==> config.mk <==
export PLATFORM = sky130hd
export DESIGN_NAME = voxel_sphere_fill_scanner_core
export DESIGN_NICKNAME = d
export VERILOG_FILES = /design/src/design/vsf_pkg.sv /design/src/design/voxel_sphere_fill_scanner_core.sv
export SDC_FILE = /design/constraint.sdc
export NUM_CORES = 2
export LEC_CHECK = 0
export BUFFER_PORTS_ARGS = -buffer_cell sky130_fd_sc_hd__buf_4
export CAP_MARGIN = 20
export CORE_ASPECT_RATIO = 1.5
export CORE_MARGIN = 2
export CORE_UTILIZATION = 60
export CTS_CLUSTER_SIZE = 28
export DETAILED_ROUTE_END_ITERATION = 10
export GPL_TIMING_DRIVEN = 0
export MAX_ROUTING_LAYER = met4
export PLACE_DENSITY = 0.8
export SETUP_SLACK_MARGIN = 0.15
export SLEW_MARGIN = 20
export SYNTH_ARGS = -nofsm -noshare
export SYNTH_HDL_FRONTEND = slang
export SYNTH_SLANG_ARGS = --single-unit
==> constraint.sdc <==
create_clock -name clk -period 13.8 [get_ports clk]
set_clock_uncertainty 0.2 [all_clocks]
set_input_delay 2.76 -clock clk [delete_from_list [all_inputs] [get_ports clk]]
set_output_delay 2.76 -clock clk [all_outputs]
set_load 0.005 [all_outputs]
==> src/design/vsf_pkg.sv <==
// Shared constants, register indexes and widths for the voxel sphere fill scanner.
package vsf_pkg;

  localparam int BLOCK_SIZE    = 32;
  localparam int BLOCK_OVERLAP = 2;
  localparam int FULL          = BLOCK_SIZE + BLOCK_OVERLAP;
  // block-local coordinate width: holds 0 .. FULL
  localparam int POS_W         = $clog2(FULL + 1);
  // output coordinate field width
  localparam int OUT_W         = 6;

  localparam int CFG_IDX_W  = 3;
  localparam int CFG_DATA_W = 32;
  localparam int IN_DATA_W  = 88;
  localparam int OUT_DATA_W = 32;

  // center (32) divided then offset by a 27-bit block times BLOCK_SIZE
  localparam int CEN_W = 34;
  // center +/- radius
  localparam int EXT_W = CEN_W + 1;

  typedef enum logic [CFG_IDX_W-1:0] {
    REG_CENTER_X  = 3'd0,
    REG_CENTER_Y  = 3'd1,
    REG_CENTER_Z  = 3'd2,
    REG_RADIUS    = 3'd3,
    REG_DENSITY   = 3'd4
  } cfg_reg_t;

  typedef enum logic {
    KIND_START = 1'b0,
    KIND_TICK  = 1'b1
  } item_kind_t;

endpackage

==> src/design/voxel_sphere_fill_scanner_core.sv <==
// Sphere fill scanner: start beats set up a clipped voxel box, tick beats walk it.
// Each accepted input beat yields one result beat on m_axis.
// Throughput: one beat per cycle, start or tick, unless m_axis stalls; only the scan
//   counters and start setup (scaled center, clipped range) carry over to the next beat.
// Distance test runs in two pipeline stages after the input stage (squares, then sum
//   and compare); a stalled m_axis backs up through the three pipeline registers.
// Reset (rst, synchronous): scan idle, pipeline empty, all config registers zero.
module voxel_sphere_fill_scanner_core (
  input  logic                              clk,
  input  logic                              rst,
  // config write port
  input  logic                              cfg_we,
  input  logic [vsf_pkg::CFG_IDX_W-1:0]     cfg_index,
  input  logic [vsf_pkg::CFG_DATA_W-1:0]    cfg_data,
  // input stream
  input  logic                              s_axis_tvalid,
  output logic                              s_axis_tready,
  // lod[3:0], block_x[30:4], block_y[57:31], block_z[84:58], zero pad
  input  logic [vsf_pkg::IN_DATA_W-1:0]     s_axis_tdata,
  // kind[0]
  input  logic                              s_axis_tuser,
  // result stream
  output logic                              m_axis_tvalid,
  input  logic                              m_axis_tready,
  // voxel_x[5:0], voxel_y[11:6], voxel_z[17:12], density_out[25:18], zero pad
  output logic [vsf_pkg::OUT_DATA_W-1:0]    m_axis_tdata,
  // write_enable[0]
  output logic                              m_axis_tuser,
  // done_res
  output logic                              m_axis_tlast
);
  import vsf_pkg::*;

  // ---------------------------------------------------------------------------
  // Configuration registers
  // ---------------------------------------------------------------------------
  logic signed [31:0] cfg_center [3];
  logic [15:0]        cfg_radius;
  logic [7:0]         cfg_density;

  always_ff @(posedge clk) begin
    if (rst) begin
      cfg_center[0] <= '0;
      cfg_center[1] <= '0;
      cfg_center[2] <= '0;
      cfg_radius    <= '0;
      cfg_density   <= '0;
    end else if (cfg_we) begin
      case (cfg_reg_t'(cfg_index))
        REG_CENTER_X: cfg_center[0] <= cfg_data;
        REG_CENTER_Y: cfg_center[1] <= cfg_data;
        REG_CENTER_Z: cfg_center[2] <= cfg_data;
        REG_RADIUS:   cfg_radius    <= cfg_data[15:0];
        REG_DENSITY:  cfg_density   <= cfg_data[7:0];
        default: ;
      endcase
    end
  end

  // ---------------------------------------------------------------------------
  // Pipeline flow control. Each stage moves when the one after it is empty
  // or moving, so bubbles are squeezed out under output backpressure.
  // ---------------------------------------------------------------------------
  logic p1_valid, p2_valid;
  logic p2_move, p1_move, in_acc;

  assign p2_move       = !m_axis_tvalid || m_axis_tready;
  assign p1_move       = !p2_valid || p2_move;
  assign s_axis_tready = !p1_valid || p1_move;
  assign in_acc        = s_axis_tvalid && s_axis_tready;

  // ---------------------------------------------------------------------------
  // Scan state
  // ---------------------------------------------------------------------------
  logic signed [CEN_W-1:0] loc_c [3];   // block-local scaled center
  logic [15:0]             scaled_radius;
  logic [POS_W-1:0]        rng_lo [3];  // clipped box, lower inclusive
  logic [POS_W-1:0]        rng_hi [3];  // clipped box, upper exclusive
  logic [POS_W-1:0]        pos [3];     // next voxel to visit
  logic                    scan_active;

  // input beat fields
  logic [3:0]         in_lod;
  logic signed [26:0] in_blk [3];
  item_kind_t         in_kind;

  assign in_lod    = s_axis_tdata[3:0];
  assign in_blk[0] = s_axis_tdata[30:4];
  assign in_blk[1] = s_axis_tdata[57:31];
  assign in_blk[2] = s_axis_tdata[84:58];
  assign in_kind   = item_kind_t'(s_axis_tuser);

  // ---------------------------------------------------------------------------
  // Start setup: divide center by 2^lod toward zero (bias negatives before the
  // arithmetic shift), subtract the block origin, then clip center +/- radius.
  // ---------------------------------------------------------------------------
  logic signed [CEN_W-1:0] st_c [3];
  logic [POS_W-1:0]        st_lo [3];
  logic [POS_W-1:0]        st_hi [3];
  logic [15:0]             st_r;
  logic                    st_active;

  always_comb begin
    logic signed [32:0]      bias;
    logic signed [32:0]      sc;
    logic signed [CEN_W-1:0] org;
    logic signed [EXT_W-1:0] lo;
    logic signed [EXT_W-1:0] hi;
    logic signed [EXT_W-1:0] r_ext;
    logic                    reject;
    logic                    empty;
    st_r   = cfg_radius >> in_lod;
    r_ext  = EXT_W'($signed({1'b0, st_r}));
    reject = 1'b0;
    empty  = 1'b0;
    for (int i = 0; i < 3; i++) begin
      bias     = cfg_center[i][31] ? ((33'sd1 <<< in_lod) - 33'sd1) : 33'sd0;
      sc       = (33'(cfg_center[i]) + bias) >>> in_lod;
      org      = CEN_W'(in_blk[i]) * CEN_W'(BLOCK_SIZE);
      st_c[i]  = CEN_W'(sc) - org;
      lo       = EXT_W'(st_c[i]) - r_ext;
      hi       = EXT_W'(st_c[i]) + r_ext;
      if (hi < 0 || lo > EXT_W'(FULL)) begin
        reject = 1'b1;
      end
      st_lo[i] = (lo < 0) ? '0 : lo[POS_W-1:0];
      st_hi[i] = (hi > EXT_W'(FULL)) ? POS_W'(FULL) : hi[POS_W-1:0];
      if (st_lo[i] >= st_hi[i]) begin
        empty = 1'b1;
      end
    end
    st_active = !(reject || empty);
  end

  // ---------------------------------------------------------------------------
  // Tick step: z inner, then y, x outer; wrap of x ends the scan.
  // ---------------------------------------------------------------------------
  logic [POS_W-1:0] pos_next [3];
  logic             tk_last;

  always_comb begin
    logic [POS_W-1:0] nx, ny, nz;
    nx      = pos[0];
    ny      = pos[1];
    nz      = pos[2] + 1'b1;
    tk_last = 1'b0;
    if (nz >= rng_hi[2]) begin
      nz = rng_lo[2];
      ny = pos[1] + 1'b1;
      if (ny >= rng_hi[1]) begin
        ny = rng_lo[1];
        nx = pos[0] + 1'b1;
        if (nx >= rng_hi[0]) begin
          nx      = rng_lo[0];
          tk_last = 1'b1;
        end
      end
    end
    pos_next[0] = nx;
    pos_next[1] = ny;
    pos_next[2] = nz;
  end

  always_ff @(posedge clk) begin
    if (rst) begin
      scan_active <= 1'b0;
    end else if (in_acc) begin
      if (in_kind == KIND_START) begin
        scan_active <= st_active;
      end else if (scan_active && tk_last) begin
        scan_active <= 1'b0;
      end
    end
  end

  always_ff @(posedge clk) begin
    if (in_acc) begin
      if (in_kind == KIND_START) begin
        loc_c         <= st_c;
        scaled_radius <= st_r;
        rng_lo        <= st_lo;
        rng_hi        <= st_hi;
        pos           <= st_lo;
      end else if (scan_active) begin
        pos <= pos_next;
      end
    end
  end

  // ---------------------------------------------------------------------------
  // Stage 1: per-axis distance magnitude. A magnitude of 2^16 or more already
  // exceeds any radius, so it is flagged as far and its truncated square is ignored.
  // ---------------------------------------------------------------------------
  function automatic logic [16:0] abs_diff(input logic [POS_W-1:0] p,
                                           input logic signed [CEN_W-1:0] c);
    logic signed [EXT_W-1:0] d;
    logic [EXT_W-1:0]        m;
    d = $signed({{(EXT_W-POS_W){1'b0}}, p}) - EXT_W'(c);
    m = d[EXT_W-1] ? EXT_W'(-d) : EXT_W'(d);
    return {(m[EXT_W-1:16] != '0), m[15:0]};
  endfunction

  logic             p1_tick;
  logic             p1_done;
  logic             p1_far;
  logic [15:0]      p1_mag [3];
  logic [15:0]      p1_r;
  logic [7:0]       p1_dens;
  logic [POS_W-1:0] p1_pos [3];

  always_ff @(posedge clk) begin
    if (rst) begin
      p1_valid <= 1'b0;
    end else if (p1_move || !p1_valid) begin
      p1_valid <= in_acc;
    end
  end

  always_ff @(posedge clk) begin
    logic [16:0] ad [3];
    if (in_acc) begin
      for (int i = 0; i < 3; i++) begin
        ad[i]     = abs_diff(pos[i], loc_c[i]);
        p1_mag[i] <= ad[i][15:0];
        p1_pos[i] <= (in_kind == KIND_TICK && scan_active) ? pos[i] : '0;
      end
      p1_far  <= ad[0][16] || ad[1][16] || ad[2][16];
      p1_tick <= (in_kind == KIND_TICK) && scan_active;
      p1_done <= (in_kind == KIND_START) ? !st_active : (!scan_active || tk_last);
      p1_r    <= scaled_radius;
      p1_dens <= cfg_density;
    end
  end

  // ---------------------------------------------------------------------------
  // Stage 2: squares of the magnitudes and of the radius
  // ---------------------------------------------------------------------------
  logic             p2_tick;
  logic             p2_done;
  logic             p2_far;
  logic [31:0]      p2_sq [3];
  logic [31:0]      p2_r2;
  logic [7:0]       p2_dens;
  logic [POS_W-1:0] p2_pos [3];

  always_ff @(posedge clk) begin
    if (rst) begin
      p2_valid <= 1'b0;
    end else if (p2_move || !p2_valid) begin
      p2_valid <= p1_valid;
    end
  end

  always_ff @(posedge clk) begin
    if (p1_valid && p1_move) begin
      for (int i = 0; i < 3; i++) begin
        p2_sq[i] <= p1_mag[i] * p1_mag[i];
      end
      p2_r2   <= p1_r * p1_r;
      p2_tick <= p1_tick;
      p2_done <= p1_done;
      p2_far  <= p1_far;
      p2_dens <= p1_dens;
      p2_pos  <= p1_pos;
    end
  end

  // ---------------------------------------------------------------------------
  // Stage 3: sum, compare against r^2, and the output register
  // ---------------------------------------------------------------------------
  logic [33:0] d2;
  logic        hit;

  assign d2  = 34'(p2_sq[0]) + 34'(p2_sq[1]) + 34'(p2_sq[2]);
  assign hit = p2_tick && !p2_far && (d2 < 34'(p2_r2));

  always_ff @(posedge clk) begin
    if (rst) begin
      m_axis_tvalid <= 1'b0;
    end else if (p2_move) begin
      m_axis_tvalid <= p2_valid;
    end
  end

  always_ff @(posedge clk) begin
    if (p2_valid && p2_move) begin
      m_axis_tuser <= hit;
      m_axis_tlast <= p2_done;
      m_axis_tdata <= {6'b0, (hit ? p2_dens : 8'd0),
                       OUT_W'(p2_pos[2]), OUT_W'(p2_pos[1]), OUT_W'(p2_pos[0])};
    end
  end

endmodule

Word-level counts from Yosys, hierarchy flattened:

Memories as Yosys holds them, arrays and structs flattened.
Index checks and enable logic that the tools add are counted.

* shift operators: 5
* muxes and demuxes: 53
* reductions and logical operators: 34
* equal/unequal tests: 8
* $lt $le $gt $ge: 19
* add/sub/neg operators: 24
* bitwise logic cells: 4
* $mul: 4

Operators by type and width (number)
* $gt 35x7->1 const B: 6
* $lt 35x1->1 const B: 6
* $mul 16x16->32: 4
* $add 34x17->35: 3
* $mux 35: 3
* $neg 35->35: 3
* $sub 34x17->35: 3
* $sub 7x34->35: 3
* $sub 33x32->34: 3
* $add 32x33->33: 3
* $mux 33: 3
* $sshr 33x4->33: 3
* $mux 32: 3
* $mux 6: 12
* $reduce_bool 19->1: 3
* $ge 6x6->1: 6
* $mux 18: 2
* $add 33x32->34: 1
* $lt 34x32->1: 1
* $add 32x32->33: 1
* $sshl 2x4->33 const A: 1
* $sub 33x2->33 const B: 1
* $mux 1: 30
* $add 6x1->6 const B: 3
* 14 further kinds: 44

* memories kept: 3
* RAM bits: 240
* register bits after elaboration: 334
* bits of input ports: 129
* logic and storage cells: 193
* output and inout bits: 36

Memory list
* cfg_center: words 3, bits a word 32, read ports 3, clocked after Yosys merged registers in 0, write ports 3, line voxel_sphere_fill_scanner_core.sv:37 `logic signed [31:0] cfg_center [3];`
* p2_sq: words 3, bits a word 32, read ports 3, clocked after Yosys merged registers in 0, write ports 3, line voxel_sphere_fill_scanner_core.sv:241 `logic [31:0] p2_sq [3];`
* p1_mag: words 3, bits a word 16, read ports 3, clocked after Yosys merged registers in 0, write ports 3, line voxel_sphere_fill_scanner_core.sv:206 `logic [15:0] p1_mag [3];`

Depth between registers and ports, before layout:

* word-level depth: 16
* depth in mapped cells: 62
* mapped depth without buffers: 57

Worst setup path before layout:

No wires, ideal clock.

* kind: in2reg
* from: in m_axis_tready
* to: reg p2_dens[0], enable pin
* path buffers: 0
* cell stages on the path: 2
* slack: -1.182 ns
* arrival: 13.882 ns
* path through: nor2b_1 a21boi_0

* cells in the longest elaborated chain, start to end: 3

Ends and longest elaborated chain
* start, declared: line voxel_sphere_fill_scanner_core.sv:24 `input logic m_axis_tready,`
* $logic_or 1x1->1: line voxel_sphere_fill_scanner_core.sv:67 `assign p2_move = !m_axis_tvalid || m_axis_tready;`
* $logic_or 1x1->1: line voxel_sphere_fill_scanner_core.sv:68 `assign p1_move = !p2_valid || p2_move;`
* $logic_and 1x1->1: line voxel_sphere_fill_scanner_core.sv:255 `if (p1_valid && p1_move) begin`
* end signal, assigned: line voxel_sphere_fill_scanner_core.sv:263 `p2_dens <= p1_dens;`
* end, declared: line voxel_sphere_fill_scanner_core.sv:243 `logic [7:0] p2_dens;`

Every way passes these cells.
A chain may end at the register's enable or synchronous reset.

==> qor.txt <==
gr usage total - 47.0%
Post-Syn Area - 79400 um^2
Post-Synth XOR/XNOR Area - 5.59%
ranking of synthesized cells by area - edfxtp_1, fa_1, ha_1
Worst Tran Pin Value - 1.35 ns
Worst Reg-to-Reg Cells - 50
Avg Cell Area, Syn - 9.03 um^2
Final setup viols - 2
# port buffers - 152
Post-DP HPWL - 253000 um
Slowest-stage cell, CP - buf_2
post-synth top area cell - edfxtp_1
r2r endpoint - p1_done
first-pass GRT wire length - 456000 um
RD Place Congestion - 1.09
largest net degree at the start of global routing - 54
drt first pass iters - 8
unrepaired setup endpoints after global routing - yes
Hold/Removal Path Class - flip-flop to flip-flop
pre-CTS setup slack - -5.65 ns
Final Critical Period - 14.92 ns
failing checks - negative setup slack
# IOs - 165
R2R Setup Slk - 0.67 ns
Tcrit/Tclk final - 108%
Fillers - 10.0k
vias in the first global route - 74.3k
synth cell count leaders - inv_1, ha_1, fa_1
CTS tree - built
Max FO, Critical Path - 10
layout net count - 10.8k
remaining global-route overflow - 0
CTS Buf Count - 57
Starting Density - 60.4%
Yosys top cell area share - 20.5%
row cnt - 163
Setup WS post-layout - -1.12 ns
Yosys warnings - 0
met3 usage in global routing - 8.95%
initial antenna violation count - 12
DRC violations left - 0
Synth Area in Simple Gates - 16.7%
FMAX - 0.0670 GHz
post-synthesis async set-or-reset flop share - 0%
sequential area share after synthesis - 21.2%
Hold Crit Depth - 0
Syn-to-layout area delta - 11.5%
critical path class - input port to flip-flop
Max Cap Viol - 0
area fraction in compound gates after synthesis - 15.2%
Setup TNS - -2.13 ns
Fin. Hold Viols - 0
Top FF cell, synth - edfxtp_1
via count - 71.4k
number of clock sinks - 570
Max-slew headroom - 9.74%
grt peak-use layer - met2
post-synthesis adder-cell area fraction - 30.1%
Detail Route Antenna Nets - 0
crit path capture type - flip-flop
Hold Startpoint - p2_pos[17]
routed len/inst - 28.3 um
Critical Path Start Type - input port
most common cell in the netlist - inv_1
worst hold path endpoint - m_axis_tdata[5]
share of layout cells above drive strength 1 - 10.3%
CTS Buffer Depth - 3
final std cell area, no fill - 88600 um^2
core area - 132000 um^2
Post-synth EDFFs - 542
Worst EP required - 14.03 ns
full die area - 135000 um^2
post-place instance area - 83600 um^2
vias per cell - 6.51
Die X - 301 um
initial DRC count - 6124
R2R Path Start - cfg_center[0][63]
CTS H-tree depth - 2
CP arrival - 15.15 ns
status - complete, but fails checks
Post-Route WL - 310000 um
mux contribution to synthesized area - 3.82%
clk_lat worst skew - 0.77 ns
met2 usage - 78.8%
CP max stage delay - 0.60 ns
CTS root buffer - clkbuf_16
largest family of logic cells by synthesized area - adder cells
die height - 450 um
max-slew violations - 0
Cell variety after synth - 114
met1 Usage GRT - 42.0%
critical path's most frequent cell - or4_4
Yosys reg bits - 570
Worst-path clk slew - 0.06 ns
Synth Instances - 8796
timing repair:
item / in CTS / in global routing
cloned: 1 / 0
setup endpoints to repair: 56 / 2
resized for setup: 326 / 136
pin swaps: 73 / 62
setup buffers: 65 / 34
hold buffers: 0 / 0
final cells by class:
class,instances,area [um^2],area share [%]
inverter,1256,4770,5.38
multi-input combinational,6713,58900,66.5
timing repair buffer,287,2500,2.83
antenna,14,35.0,0.0396
tap,1732,2170,2.45
buffer,284,1380,1.56
clock inverter,42,468,0.528
clock buffer,66,1510,1.71
sequential,570,16800,19.0
worst max-delay path: cells and delay by family:
kind / cells / cell delay [ns]
muxes: 3 / 0.97
buffers and inverters: 8 / 2.35
xor gates and xnor gates: 1 / 0.17
and+or+nand+nor: 15 / 4.32
adders and majority gates: 4 / 0.98
AOI/OAI and AO/OA: 17 / 3.55
through the flow:
step | hold slack (ns) | instances | utilization, %
after global routing | 0.221 | 11000 | 67.3
after CTS | 0.208 | 10900 | 66.6
after global placement | 0.201 | 10700 | 63.1
final | 0.202 | 11000 | 67.3
after detailed placement | 0.205 | 10700 | 63.6
after floorplan | 0.200 | 8824 | -
kinds of logic (layout without fill, tap and decap cells):
| family | count (synthesis) | count (layout) |
|---|---|---|
| AOI/OAI and AO/OA | 1798 | 1798 |
| DFF | 570 | 570 |
| adders and majority gates | 1491 | 1491 |
| buffers and inverters | 1541 | 1935 |
| muxes | 277 | 277 |
| and+or+nand+nor | 2613 | 2613 |
| other | 2 | 44 |
| xor gates and xnor gates | 504 | 504 |
cell usage in the layout (no fill, tap or decap), types with 84 or more instances in the layout:
cell type,netlist,layout
nand2b_1,87,86
nand3_1,163,161
nor2_1,576,562
a21o_1,202,201
a21oi_1,472,434
xnor2_1,355,329
xor2_1,146,137
o21a_1,88,85
o21ai_0,304,277
ha_1,788,768
fa_1,703,702
buf_4,8,254
edfxtp_1,542,542
mux2i_1,204,179
clkbuf_1,236,197
nand2_1,655,645
and2_1,313,311
inv_1,1249,1239
and3_1,94,94
nor3_1,171,161
nor2b_1,114,107
a211oi_1,101,84
flip-flops by register name, summed over array words and instances (netlist names), 18 cells and up:
register,count
p2_r2,31
loc_c,102
rng_hi,18
rng_lo,18
p1_pos,18
pos,18
m_axis_tdata,26
p2_sq,93
p1_mag,48
cfg_center,96
p2_pos,18
how the worst max path moves through the flow:
| stage | depth (start not counted) | slack, ns | startpoint | end |
|---|---|---|---|---|
| CTS | 61 | -0.74 | s_axis_tdata[0] | p1_done |
| global placement | 54 | -5.69 | s_axis_tdata[3] | p1_done |
| floorplan | 58 | 0.08 | s_axis_tdata[0] | p1_done |
| global route | 55 | -1.26 | s_axis_tdata[2] | p1_done |
| detailed placement | 54 | -5.65 | s_axis_tdata[3] | p1_done |
| finish | 48 | -1.12 | s_axis_tdata[2] | p1_done |
metal layers:
layer / up-vias / routed length, um / part of all wire [%]
met4: 0 / 45500 / 15
met5: - / 0 / 0
met2: 3886 / 150000 / 49
li1: 31200 / - / -
met3: 1919 / 22000 / 7.1
met1: 34300 / 92100 / 30
Power is not shown: default switching activity piles up to over one toggle a cycle in this logic, so the estimate is an artifact.
